**config.mk**
```make
export PLATFORM = sky130hd
export DESIGN_NAME = pixel_colorize_blend_core
export DESIGN_NICKNAME = d
export VERILOG_FILES = /design/src/pcb_pkg.sv /design/src/pixel_colorize_blend_core.sv
export SDC_FILE = /design/constraint.sdc
export NUM_CORES = 2
export LEC_CHECK = 0
export BUFFER_PORTS_ARGS = -buffer_cell sky130_fd_sc_hd__buf_4
export CAP_MARGIN = 20
export CORE_AREA = 2 2 343 345
export CTS_CLUSTER_DIAMETER = 120
export CTS_CLUSTER_SIZE = 10
export DETAILED_ROUTE_END_ITERATION = 16
export DIE_AREA = 0 0 345 347
export MAX_ROUTING_LAYER = met4
export PLACE_DENSITY = 0.71
export SETUP_SLACK_MARGIN = 0.3
export SLEW_MARGIN = 20
export SYNTH_ARGS = -nofsm -noshare
export SYNTH_HDL_FRONTEND = slang
export SYNTH_SLANG_ARGS = --single-unit
```
**constraint.sdc**
```tcl
create_clock -name clock -period 7.3 [get_ports clock]
set_input_delay 0 -clock clock [delete_from_list [all_inputs] [get_ports clock]]
set_output_delay 0 -clock clock [all_outputs]
set_load 0.05 [all_outputs]
```
**src/pcb_pkg.sv**
```systemverilog
package pcb_pkg;

   localparam int NUM_CHAN   = 3;
   localparam int PIX_W      = 8;
   localparam int WORK_W     = 2 * PIX_W;
   localparam int CSR_IDX_W  = 3;
   localparam int CSR_DATA_W = 8;

   // 1 luma, 1 operand select, 1 numerator product, 4 divide, 1 blend product,
   // 1 blend add, 1 premultiply/output
   localparam int DIV_STAGES = 4;
   localparam int NUM_STAGES = DIV_STAGES + 6;

   localparam logic [PIX_W-1:0] PIX_MAX = 8'd255;
   localparam logic [PIX_W-1:0] LUMA_R  = 8'd77;
   localparam logic [PIX_W-1:0] LUMA_G  = 8'd151;
   localparam logic [PIX_W-1:0] LUMA_B  = 8'd28;

   typedef logic [PIX_W-1:0]          pix_type;
   typedef pix_type [NUM_CHAN-1:0]    rgb_type;
   typedef logic [WORK_W-1:0]         work_type;
   typedef work_type [NUM_CHAN-1:0]   rgb_work_type;

   typedef struct packed {
      rgb_type src;
      pix_type alpha;
   } pixel_type;

   typedef enum logic [CSR_IDX_W-1:0] {
      CSR_TINT_RED   = 3'd0,
      CSR_TINT_GREEN = 3'd1,
      CSR_TINT_BLUE  = 3'd2,
      CSR_STRENGTH   = 3'd3,
      CSR_GRAY_PIVOT = 3'd4
   } csr_index_type;

   // One restoring step: upper byte is the partial remainder, lower byte
   // shifts out dividend bits and shifts in quotient bits.
   function automatic work_type div_step(work_type w, pix_type d);
      logic [PIX_W:0] r2;
      logic [PIX_W:0] diff;
      r2   = {w[WORK_W-1:PIX_W], w[PIX_W-1]};
      diff = r2 - {1'b0, d};
      if (r2 >= {1'b0, d}) begin
         div_step = {diff[PIX_W-1:0], w[PIX_W-2:0], 1'b1};
      end else begin
         div_step = {r2[PIX_W-1:0], w[PIX_W-2:0], 1'b0};
      end
   endfunction

endpackage

```
**src/pixel_colorize_blend_core.sv**
```systemverilog
// Channel    | Direction | Handshake             | Payload
// req_       | in        | req_valid / req_stall | req_in_red, _green, _blue, _alpha
// rsp_       | out       | rsp_valid / rsp_stall | rsp_out_red, _green, _blue, _alpha
// csr_       | in        | csr_valid / csr_ready | csr_index, csr_wdata
//
// Ten-stage pipeline; one pixel per cycle is sustained while rsp_stall is low. The pixel
// is registered in every stage and leaves from the output register. The four
// restoring-divide stages (two quotient bits each) set the depth. Synchronous active-high
// reset clears the valid bits and loads the register reset values. Each stage advances
// when the stage ahead is empty or advancing, so bubbles collapse and req_stall rises
// only with all stages full and rsp_stall high. csr_ready is always high.
module pixel_colorize_blend_core (
   input  logic                  clock,
   input  logic                  reset,
   input  logic                  req_valid,
   output logic                  req_stall,
   input  pcb_pkg::pix_type      req_in_red,
   input  pcb_pkg::pix_type      req_in_green,
   input  pcb_pkg::pix_type      req_in_blue,
   input  pcb_pkg::pix_type      req_in_alpha,
   output logic                  rsp_valid,
   input  logic                  rsp_stall,
   output pcb_pkg::pix_type      rsp_out_red,
   output pcb_pkg::pix_type      rsp_out_green,
   output pcb_pkg::pix_type      rsp_out_blue,
   output pcb_pkg::pix_type      rsp_out_alpha,
   input  logic                  csr_valid,
   output logic                  csr_ready,
   input  logic [pcb_pkg::CSR_IDX_W-1:0]  csr_index,
   input  logic [pcb_pkg::CSR_DATA_W-1:0] csr_wdata
);
   import pcb_pkg::*;

   localparam int ST_LUMA  = 0;
   localparam int ST_OPS   = 1;
   localparam int ST_MUL   = 2;
   localparam int ST_BLEND = ST_MUL + DIV_STAGES + 1;
   localparam int ST_MIX   = ST_BLEND + 1;
   localparam int ST_OUT   = ST_MIX + 1;

   // configuration
   rgb_type tint_ff;
   pix_type strength_ff;
   pix_type pivot_ff;

   // pipeline control
   logic [NUM_STAGES-1:0] v_ff;
   logic [NUM_STAGES-1:0] v_in;
   logic [NUM_STAGES-1:0] en;

   // stage payloads
   pixel_type    s1_pix_ff;
   pix_type      s1_ga_ff;
   pixel_type    s2_pix_ff;
   logic [PIX_W:0] s2_a1_ff;
   pix_type      s2_a2_ff;
   logic         s2_sel_src_ff;
   logic         s2_plain_ff;
   pix_type      s2_div_ff;
   rgb_work_type dv_work_ff [DIV_STAGES+1];
   pix_type      dv_div_ff  [DIV_STAGES+1];
   pixel_type    dv_pix_ff  [DIV_STAGES+1];
   rgb_type      s8_scaled_ff;
   pixel_type    s8_pix_ff;
   rgb_type      s9_mix_ff;
   pix_type      s9_alpha_ff;
   rgb_type      rsp_rgb_ff;
   pix_type      rsp_alpha_ff;

   // combinational
   logic [WORK_W-1:0] luma_sum;
   pix_type       gray_eff;
   logic          plain_mode;
   logic          low_side;
   pix_type       span;
   pix_type       above;
   pix_type       below;
   logic [PIX_W:0] ga_round;
   logic [PIX_W:0] a1_in;
   pix_type       a2_in;
   logic          sel_src_in;
   pix_type       div_in;
   rgb_work_type  num_in;
   rgb_work_type  work_step_in [DIV_STAGES+1];
   logic [PIX_W:0] k_scale;
   rgb_type       scaled_in;
   rgb_type       mix_in;
   logic [PIX_W:0] alpha_round;
   rgb_type       prem_in;

   // ---------------------------------------------------------------- config
   assign csr_ready = 1'b1;

   always_ff @(posedge clock) begin
      if (reset) begin
         tint_ff     <= '0;
         strength_ff <= PIX_MAX;
         pivot_ff    <= PIX_MAX;
      end else if (csr_valid && csr_ready) begin
         case (csr_index)
            CSR_TINT_RED:   tint_ff[0]  <= csr_wdata[PIX_W-1:0];
            CSR_TINT_GREEN: tint_ff[1]  <= csr_wdata[PIX_W-1:0];
            CSR_TINT_BLUE:  tint_ff[2]  <= csr_wdata[PIX_W-1:0];
            CSR_STRENGTH:   strength_ff <= csr_wdata[PIX_W-1:0];
            CSR_GRAY_PIVOT: pivot_ff    <= csr_wdata[PIX_W-1:0];
            default: ;
         endcase
      end
   end

   // ------------------------------------------------------ pipeline control
   always_comb begin
      en[NUM_STAGES-1] = !v_ff[NUM_STAGES-1] || !rsp_stall;
      for (int i = NUM_STAGES - 2; i >= 0; i--) begin
         en[i] = !v_ff[i] || en[i+1];
      end
      v_in[0] = en[0] ? req_valid : v_ff[0];
      for (int i = 1; i < NUM_STAGES; i++) begin
         v_in[i] = en[i] ? v_ff[i-1] : v_ff[i];
      end
   end

   always_ff @(posedge clock) begin
      if (reset) begin
         v_ff <= '0;
      end else begin
         v_ff <= v_in;
      end
   end

   assign req_stall = !en[0];
   assign rsp_valid = v_ff[ST_OUT];

   // ------------------------------------------------------------ stage 1: luma
   assign luma_sum = WORK_W'(LUMA_R) * WORK_W'(req_in_red)
                   + WORK_W'(LUMA_G) * WORK_W'(req_in_green)
                   + WORK_W'(LUMA_B) * WORK_W'(req_in_blue);

   always_ff @(posedge clock) begin
      if (en[ST_LUMA]) begin
         s1_pix_ff.src   <= {req_in_blue, req_in_green, req_in_red};
         s1_pix_ff.alpha <= req_in_alpha;
         s1_ga_ff        <= luma_sum[WORK_W-1:PIX_W];
      end
   end

   // -------------------------------------------- stage 2: tone mode, operands
   always_comb begin
      gray_eff   = (pivot_ff == '0) ? PIX_W'(1) : pivot_ff;
      plain_mode = (pivot_ff == PIX_MAX);
      low_side   = (s1_ga_ff <= gray_eff);
      span       = PIX_MAX - gray_eff;
      above      = s1_ga_ff - gray_eff;
      below      = span - above;
      ga_round   = {1'b0, s1_ga_ff} + (PIX_W+1)'(s1_ga_ff[PIX_W-1]);
      if (plain_mode) begin
         // divide by one passes the high byte straight through
         a1_in      = ga_round;
         a2_in      = '0;
         sel_src_in = 1'b0;
         div_in     = PIX_W'(1);
      end else if (low_side) begin
         a1_in      = {1'b0, s1_ga_ff};
         a2_in      = '0;
         sel_src_in = 1'b0;
         div_in     = gray_eff;
      end else begin
         a1_in      = {1'b0, above};
         a2_in      = below;
         sel_src_in = 1'b1;
         div_in     = span;
      end
   end

   always_ff @(posedge clock) begin
      if (en[ST_OPS]) begin
         s2_pix_ff     <= s1_pix_ff;
         s2_a1_ff      <= a1_in;
         s2_a2_ff      <= a2_in;
         s2_sel_src_ff <= sel_src_in;
         s2_plain_ff   <= plain_mode;
         s2_div_ff     <= div_in;
      end
   end

   // ----------------------------------------------- stage 3: numerator product
   always_comb begin
      for (int c = 0; c < NUM_CHAN; c++) begin
         num_in[c] = WORK_W'((WORK_W+1)'(s2_a1_ff)
                   * (WORK_W+1)'(s2_sel_src_ff ? s2_pix_ff.src[c] : tint_ff[c])
                   + (WORK_W+1)'(s2_a2_ff) * (WORK_W+1)'(tint_ff[c]));
         if (s2_plain_ff) begin
            num_in[c] = {{PIX_W{1'b0}}, num_in[c][WORK_W-1:PIX_W]};
         end
      end
   end

   always_ff @(posedge clock) begin
      if (en[ST_MUL]) begin
         dv_work_ff[0] <= num_in;
         dv_div_ff[0]  <= s2_div_ff;
         dv_pix_ff[0]  <= s2_pix_ff;
      end
   end

   // ------------------------------------------ stages 4-7: restoring divide
   always_comb begin
      work_step_in[0] = dv_work_ff[0];
      for (int j = 1; j <= DIV_STAGES; j++) begin
         for (int c = 0; c < NUM_CHAN; c++) begin
            work_step_in[j][c] = div_step(div_step(dv_work_ff[j-1][c], dv_div_ff[j-1]),
                                          dv_div_ff[j-1]);
         end
      end
   end

   for (genvar j = 1; j <= DIV_STAGES; j++) begin : g_div
      always_ff @(posedge clock) begin
         if (en[ST_MUL+j]) begin
            dv_work_ff[j] <= work_step_in[j];
            dv_div_ff[j]  <= dv_div_ff[j-1];
            dv_pix_ff[j]  <= dv_pix_ff[j-1];
         end
      end
   end

   // ------------------------------------------- stage 8: strength product
   always_comb begin
      logic signed [PIX_W:0]     diff;
      logic signed [2*PIX_W+2:0] prod;
      k_scale = {1'b0, strength_ff} + (PIX_W+1)'(strength_ff[PIX_W-1]);
      for (int c = 0; c < NUM_CHAN; c++) begin
         diff = $signed({1'b0, dv_work_ff[DIV_STAGES][c][PIX_W-1:0]})
              - $signed({1'b0, dv_pix_ff[DIV_STAGES].src[c]});
         prod = $signed({1'b0, k_scale}) * diff;
         // low byte of the floor shift; upper bits are dropped by the mask
         scaled_in[c] = prod[2*PIX_W-1:PIX_W];
      end
   end

   always_ff @(posedge clock) begin
      if (en[ST_BLEND]) begin
         s8_scaled_ff <= scaled_in;
         s8_pix_ff    <= dv_pix_ff[DIV_STAGES];
      end
   end

   // --------------------------------------------------- stage 9: add source
   always_comb begin
      for (int c = 0; c < NUM_CHAN; c++) begin
         mix_in[c] = s8_scaled_ff[c] + s8_pix_ff.src[c];
      end
   end

   always_ff @(posedge clock) begin
      if (en[ST_MIX]) begin
         s9_mix_ff   <= mix_in;
         s9_alpha_ff <= s8_pix_ff.alpha;
      end
   end

   // ------------------------------------------ stage 10: premultiply, output
   always_comb begin
      logic [WORK_W:0] prem;
      alpha_round = {1'b0, s9_alpha_ff} + (PIX_W+1)'(s9_alpha_ff[PIX_W-1]);
      for (int c = 0; c < NUM_CHAN; c++) begin
         prem       = (WORK_W+1)'(alpha_round) * (WORK_W+1)'(s9_mix_ff[c]);
         prem_in[c] = prem[WORK_W-1:PIX_W];
      end
   end

   always_ff @(posedge clock) begin
      if (en[ST_OUT]) begin
         rsp_rgb_ff   <= prem_in;
         rsp_alpha_ff <= s9_alpha_ff;
      end
   end

   assign rsp_out_red   = rsp_rgb_ff[0];
   assign rsp_out_green = rsp_rgb_ff[1];
   assign rsp_out_blue  = rsp_rgb_ff[2];
   assign rsp_out_alpha = rsp_alpha_ff;

   // remainder must stay below the divisor for an 8-bit quotient
   logic div_entry_ok;
   logic div_exit_ok;
   always_comb begin
      div_entry_ok = 1'b1;
      div_exit_ok  = 1'b1;
      for (int c = 0; c < NUM_CHAN; c++) begin
         if (dv_work_ff[0][c][WORK_W-1:PIX_W] >= dv_div_ff[0]) begin
            div_entry_ok = 1'b0;
         end
         if (dv_work_ff[DIV_STAGES][c][WORK_W-1:PIX_W] >= dv_div_ff[DIV_STAGES]) begin
            div_exit_ok = 1'b0;
         end
      end
   end

`ifndef SYNTHESIS
   a_stall_only_when_full: assert property (@(posedge clock) disable iff (reset)
      req_stall |-> (&v_ff) && rsp_stall)
      else $error("input stalled with room in the pipeline");

   a_divisor_nonzero: assert property (@(posedge clock) disable iff (reset)
      v_ff[ST_MUL] |-> dv_div_ff[0] != '0)
      else $error("zero divisor entered the divider");

   a_div_entry_range: assert property (@(posedge clock) disable iff (reset)
      v_ff[ST_MUL] |-> div_entry_ok)
      else $error("dividend high byte not below divisor");

   a_div_exit_range: assert property (@(posedge clock) disable iff (reset)
      v_ff[ST_MUL+DIV_STAGES] |-> div_exit_ok)
      else $error("divider remainder out of range");

   a_stalled_out_holds_pipe: assert property (@(posedge clock) disable iff (reset)
      rsp_valid && rsp_stall && (&v_ff) |=> (&v_ff))
      else $error("full pipeline lost a transaction under stall");
`endif

endmodule
```
# Word level (Yosys, flattened, before mapping)
# Memory sizes are Yosys's and may differ from the RTL's.
# Index checks and enable logic that the tools add are counted.
dict set report classes {
  n_bitwise 0
  add_sub_neg 41
  div_mod_pow 0
  eq_ne 5
  mux 45
  magnitude_cmp 25
  n_mul 15
  n_reduce_logical 30
  shift 0
}
# cell n
set op_table {}
lappend op_table {{16-bit 2-to-1 mux} 27}
lappend op_table {{9-bit by 8-bit greater-or-equal comparator with 1-bit output} 24}
lappend op_table {{8-bit subtractor} 26}
lappend op_table {{9-bit by 8-bit multiplier with 16-bit output} 6}
lappend op_table {{16-bit adder} 3}
lappend op_table {{10-bit by 9-bit multiplier with 16-bit output} 3}
lappend op_table {{8-bit by 8-bit multiplier with 16-bit output} 3}
lappend op_table {{8-bit 2-to-1 mux} 6}
lappend op_table {{8-bit by 1-bit adder with 9-bit output} 3}
lappend op_table {{8-bit by 8-bit subtractor with 9-bit output} 3}
lappend op_table {{8-bit adder} 3}
lappend op_table {{15-bit by 16-bit adder with 16-bit output} 1}
lappend op_table {{16-bit by 13-bit adder with 16-bit output} 1}
lappend op_table {{8-bit by 8-bit multiplier with 16-bit output (first input constant)} 1}
lappend op_table {{7-bit by 8-bit multiplier with 15-bit output (first input constant)} 1}
lappend op_table {{1-bit zero test} 12}
lappend op_table {{3-bit by 8-bit multiplier with 11-bit output (first input constant)} 1}
lappend op_table {{1-bit 2-to-1 mux} 11}
lappend op_table {{1-bit logical OR} 10}
lappend op_table {{2-bit AND reduction} 5}
lappend op_table {{9-bit 2-to-1 mux} 1}
lappend op_table {{8-bit == test (second input constant)} 1}
lappend op_table {{8-bit less-or-equal comparator} 1}
lappend op_table {{8-bit zero test} 1}
lappend op_table {{other kinds (6)} 7}
dict set report totals {
  mem_bits_rw 440
  elab_cells 208
  memories 3
  ff_bits 269
  input_bits 48
  mem_bits_ro 0
  latch_bits 0
}
# name depth width read_ports rd_clocked_by_memory_dff wr line_no
set mem_list {}
lappend mem_list {dv_work_ff 5 48 5 0 5 pixel_colorize_blend_core.sv:60} ;# rgb_work_type dv_work_ff [DIV_STAGES+1];
lappend mem_list {dv_pix_ff 5 32 5 0 5 pixel_colorize_blend_core.sv:62} ;# pixel_type dv_pix_ff [DIV_STAGES+1];
lappend mem_list {dv_div_ff 5 8 4 0 5 pixel_colorize_blend_core.sv:61} ;# pix_type dv_div_ff [DIV_STAGES+1];

# Longest topological paths before layout
dict set report depth {
  depth_word 12
  mapped_depth 26
  mapped_depth_nobuf 26
}

# Worst setup path after synthesis
# No wires, ideal clock.
dict set report synth_timing {
  path_type {register to register}
  from {reg s2_sel_src_ff}
  to {mem dv_work_ff[0][23] in the netlist's numbering (data pin)}
  arrival_ns 6.198
  path_stages_with_launch 20
  slack_ns 0.832
  n_path_buf 2
  synth_period_minus_slack_ns 6.468
  required_time_ns 7.030
  path_cell_list {edfxtp_1 -> clkbuf_1 -> clkbuf_1 -> mux2_2 -> and2_1 -> fa_1 -> inv_1 -> fa_1 -> fa_1 -> inv_1 -> fa_1 -> fa_1 -> fa_1 -> ha_1 -> or3_1 -> o221a_2 -> o41ai_1 -> o221ai_1 -> xnor2_1 -> mux2i_1}
}
# item line_no
set synth_lines {}
lappend synth_lines {{start: declaration} pixel_colorize_blend_core.sv:57} ;# logic s2_sel_src_ff;
lappend synth_lines {{start signal: assignment} pixel_colorize_blend_core.sv:180} ;# s2_sel_src_ff <= sel_src_in;
lappend synth_lines {{end: declaration} pixel_colorize_blend_core.sv:60}

==> impl_summary.log <==
[metrics] status: completed
[metrics] Iteration-0 DRC Markers: 3018
[metrics] Yosys cell types: 84
[metrics] buffer cell driving the clock tree root: clkbuf_16
[metrics] most frequently used cell type in the post-synthesis netlist: inv_1
[metrics] Remaining Overflow, GRT: 0
[metrics] detailed-route via count: 42.52k
[metrics] Reg2Reg Launch Point: s2_sel_src_ff
[metrics] post-detailed-route via-to-cell ratio: 5.520
[metrics] number of setup buffers added after CTS: 0
[metrics] Total Die Area: 119700 um2
[metrics] fraction of the mapped netlist area in simple logic gates: 0.1260
[metrics] Clock Skews: 0.06268 ns
[metrics] type of the worst setup path: reg2reg
[metrics] count of input and output buffers: 81
[metrics] core footprint: 115700 um2
[metrics] required time of the critical path: 7.66 ns
[metrics] CTS tree: yes
[metrics] post-synthesis net count: 7365
[metrics] transition time at the pin with the least slew margin: 1.092 ns
[metrics] main flop type after synthesis: edfxtp_1
[metrics] placer's final routability congestion estimate: 0.9324
[metrics] max-capacitance violation count: 0
[metrics] setup repair after global routing missed its margin: false
[metrics] start point of the worst hold path: req_in_alpha[5]
[metrics] number of antenna violations at the first check in global routing: 3
[metrics] Final ANT Viol Nets: 0
[metrics] final critical delay including setup and external delays: 6.787 ns
[metrics] arrival time of data at the critical path endpoint: 7.15 ns
[metrics] main combinational cell family by area after synthesis: adder cells
[metrics] fraction of synthesized cell area taken by the top area cell type: 0.2967
[metrics] Die Span X: 345 um
[metrics] Post-Synth Adder-Cell Area: 0.3511
[metrics] Initial DRT Pass Iterations: 6
[metrics] Cell Area, Synth: 63460 um2
[metrics] highest achievable clock rate: 147.3 MHz
[metrics] count of standard-cell rows: 125
[metrics] number of buffers created by CTS: 78
[metrics] placed instance count: 7509
[metrics] Detailed Route WL: 147400 um
[metrics] top cells by area in the synthesized netlist: edfxtp_1, fa_1, ha_1, inv_1, and2_1
[metrics] pin count of the biggest net entering global routing: 75
[metrics] final worst path period share: 0.9298
[metrics] startpoint class of the critical path: register
[metrics] IO Count: 83
[metrics] count of yosys warnings during synthesis: 0
[metrics] Hold Crit Class: in2reg
[metrics] Setup TNS: 0 ns
[metrics] hold path cells: 2
[metrics] CTS H-tree lvls: 3
[metrics] clock sink count: 677
[metrics] cell accounting for the most synthesized area: edfxtp_1
[metrics] Gate Count Post-Synth: 5933
[metrics] clock latency on the worst-skew pair: 0.68 ns
[metrics] Avg Cell Area, Syn: 10.70 um2
[metrics] global-route wire length before repair: 239100 um
[metrics] share of layout cells above drive strength 1: 0.07738
[metrics] overall global routing resource usage: 0.2602
[metrics] top cell types by occurrence after synthesis: inv_1, ha_1, fa_1
[metrics] final net count: 7562
[metrics] endpoint kind of the worst setup timing path: register
[metrics] # fillers: 9504
[metrics] chip height: 347 um
[metrics] endpoints failing setup: 0
[metrics] portion of netlist area occupied by mux cells: 0.02865
[metrics] worst reg2reg path depth: 18
[metrics] Seq cells post-synth: 677
[metrics] final number of max-transition violations: 0
[metrics] total half-perimeter wirelength after legalization and detailed placement: 113900 um
[metrics] Bufs on Longest Clock Path: 3
[metrics] wire per inst: 19.14 um
[metrics] max_slew headroom: 0.2606
[metrics] xor/xnor cell area share of the yosys netlist: 0.04074
[metrics] vias in the first global route: 44.77k
[metrics] effective utilization at floorplan: 0.5483
[metrics] worst setup path startpoint: s2_sel_src_ff
[metrics] compound-cell area share of the yosys netlist: 0.07333
[metrics] count of final hold-check violations: 0
[metrics] ys async rst share: 0
[metrics] clock slew at the register clock pins of the worst setup and hold paths: 0.07 ns
[metrics] DRC: 0
[metrics] final cell count without fillers: 7702
[metrics] largest fanout on the critical path: 24
[metrics] Layout Area Growth over Synthesis: 9.054%
[metrics] EDFF count, synth: 627
[metrics] portion of the post-synthesis area used by sequential elements: 0.3125
-- cells by family (layout without fill, tap and decap cells) --
| logic type | count (synthesis) | in the layout |
|---|---|---|
| flip-flops | 677 | 677 |
| AO/OA/AOI/OAI | 670 | 670 |
| XOR/XNOR | 292 | 292 |
| adder cells (fa/ha/maj) | 1384 | 1384 |
| other | 1 | 2 |
| buffers and inverters | 1143 | 1387 |
| multiplexers | 163 | 163 |
| AND/OR/NAND/NOR | 1603 | 1603 |
-- per-layer routing --
layer,GRT usage,vias up,wire (um)
met1,0.3264,21183,61050
met3,0.02566,302,7737
li1,-,19901,-
met4,0.1061,0,6505
met5,-,-,0
met2,0.4351,1130,72090
-- flip-flops by register name, summed over array words and instances, names as in the netlist, 9 cells and up --
name / count
dv_div_ff: 32
dv_pix_ff: 160
dv_work_ff: 216
s1_pix_ff: 32
s2_a1_ff: 9
s2_pix_ff: 32
s8_pix_ff: 32
s8_scaled_ff: 24
s9_mix_ff: 24
tint_ff: 24
v_ff: 10
-- critical path: stages, from the launching register on --
cell and delay, ns:
edfxtp_1 0.32, buf_4 0.38, mux2_2 0.46, and2_1 0.20
fa_1 0.53, inv_1 0.05, fa_1 0.46, fa_1 0.52
inv_1 0.07, fa_1 0.56, fa_1 0.44, fa_1 0.45
ha_1 0.25, or3_1 0.37, o221a_2 0.24, o41ai_1 0.51
o221ai_1 0.25, xnor2_1 0.26, mux2i_1 0.12
-- cell type report --
cell class / instances / area [um2] / share of cell area
multi-input combinational: 4113 / 39400 / 0.5693
sequential: 677 / 19830 / 0.2865
inverter: 1031 / 3872 / 0.05596
clock buffer: 117 / 2120 / 0.03063
tap: 1524 / 1907 / 0.02755
timing repair buffer: 229 / 1894 / 0.02737
clock inverter: 10 / 181.4 / 0.002622
antenna: 1 / 2.502 / 0.00003616
-- repair_timing --
action                                 4_1_cts  5_1_grt
endpoints found under the hold margin      114        0
hold buffers                                65        0
resized for setup                            0        3
setup endpoints to repair                    0        5
-- layout by cell type (no fill, tap or decap), drive strengths merged, types with 52 or more instances in the layout --
master,count
a21oi,198
and2,388
buf,164
clkbuf,117
dlygate4sd3,65
edfxtp,627
fa,661
ha,723
inv,1030
mux2,137
nand2,487
nand2b,99
nand4,52
nor2,326
nor2b,66
o21ai,168
xnor2,211
xor2,79
-- worst paths after layout --
check / to / slack (ns)
setup / recovery: dv_work_ff[0][7] / 0.51
hold / removal: s1_pix_ff[5] / 0.06
setup reg to reg: dv_work_ff[0][7] / 0.51
hold reg to reg: dv_pix_ff[0][153] / 0.38
-- metrics by stage --
step	util	area, um2	hold slack, ns	setup WS (ns)
after floorplan	-	63460	0.09887	0.8325
after global placement	0.5723	66230	0.1802	0.7071
after detailed placement	0.5723	66230	0.1798	0.5267
after CTS	0.5978	69180	0.02264	0.5033
after global routing	0.5979	69200	0.03770	0.3004
final	0.5979	69200	0.06020	0.5127
Power is left out: the tool's default activity adds up to more than one toggle a clock period on the data nets, which glitch-free logic cannot reach.
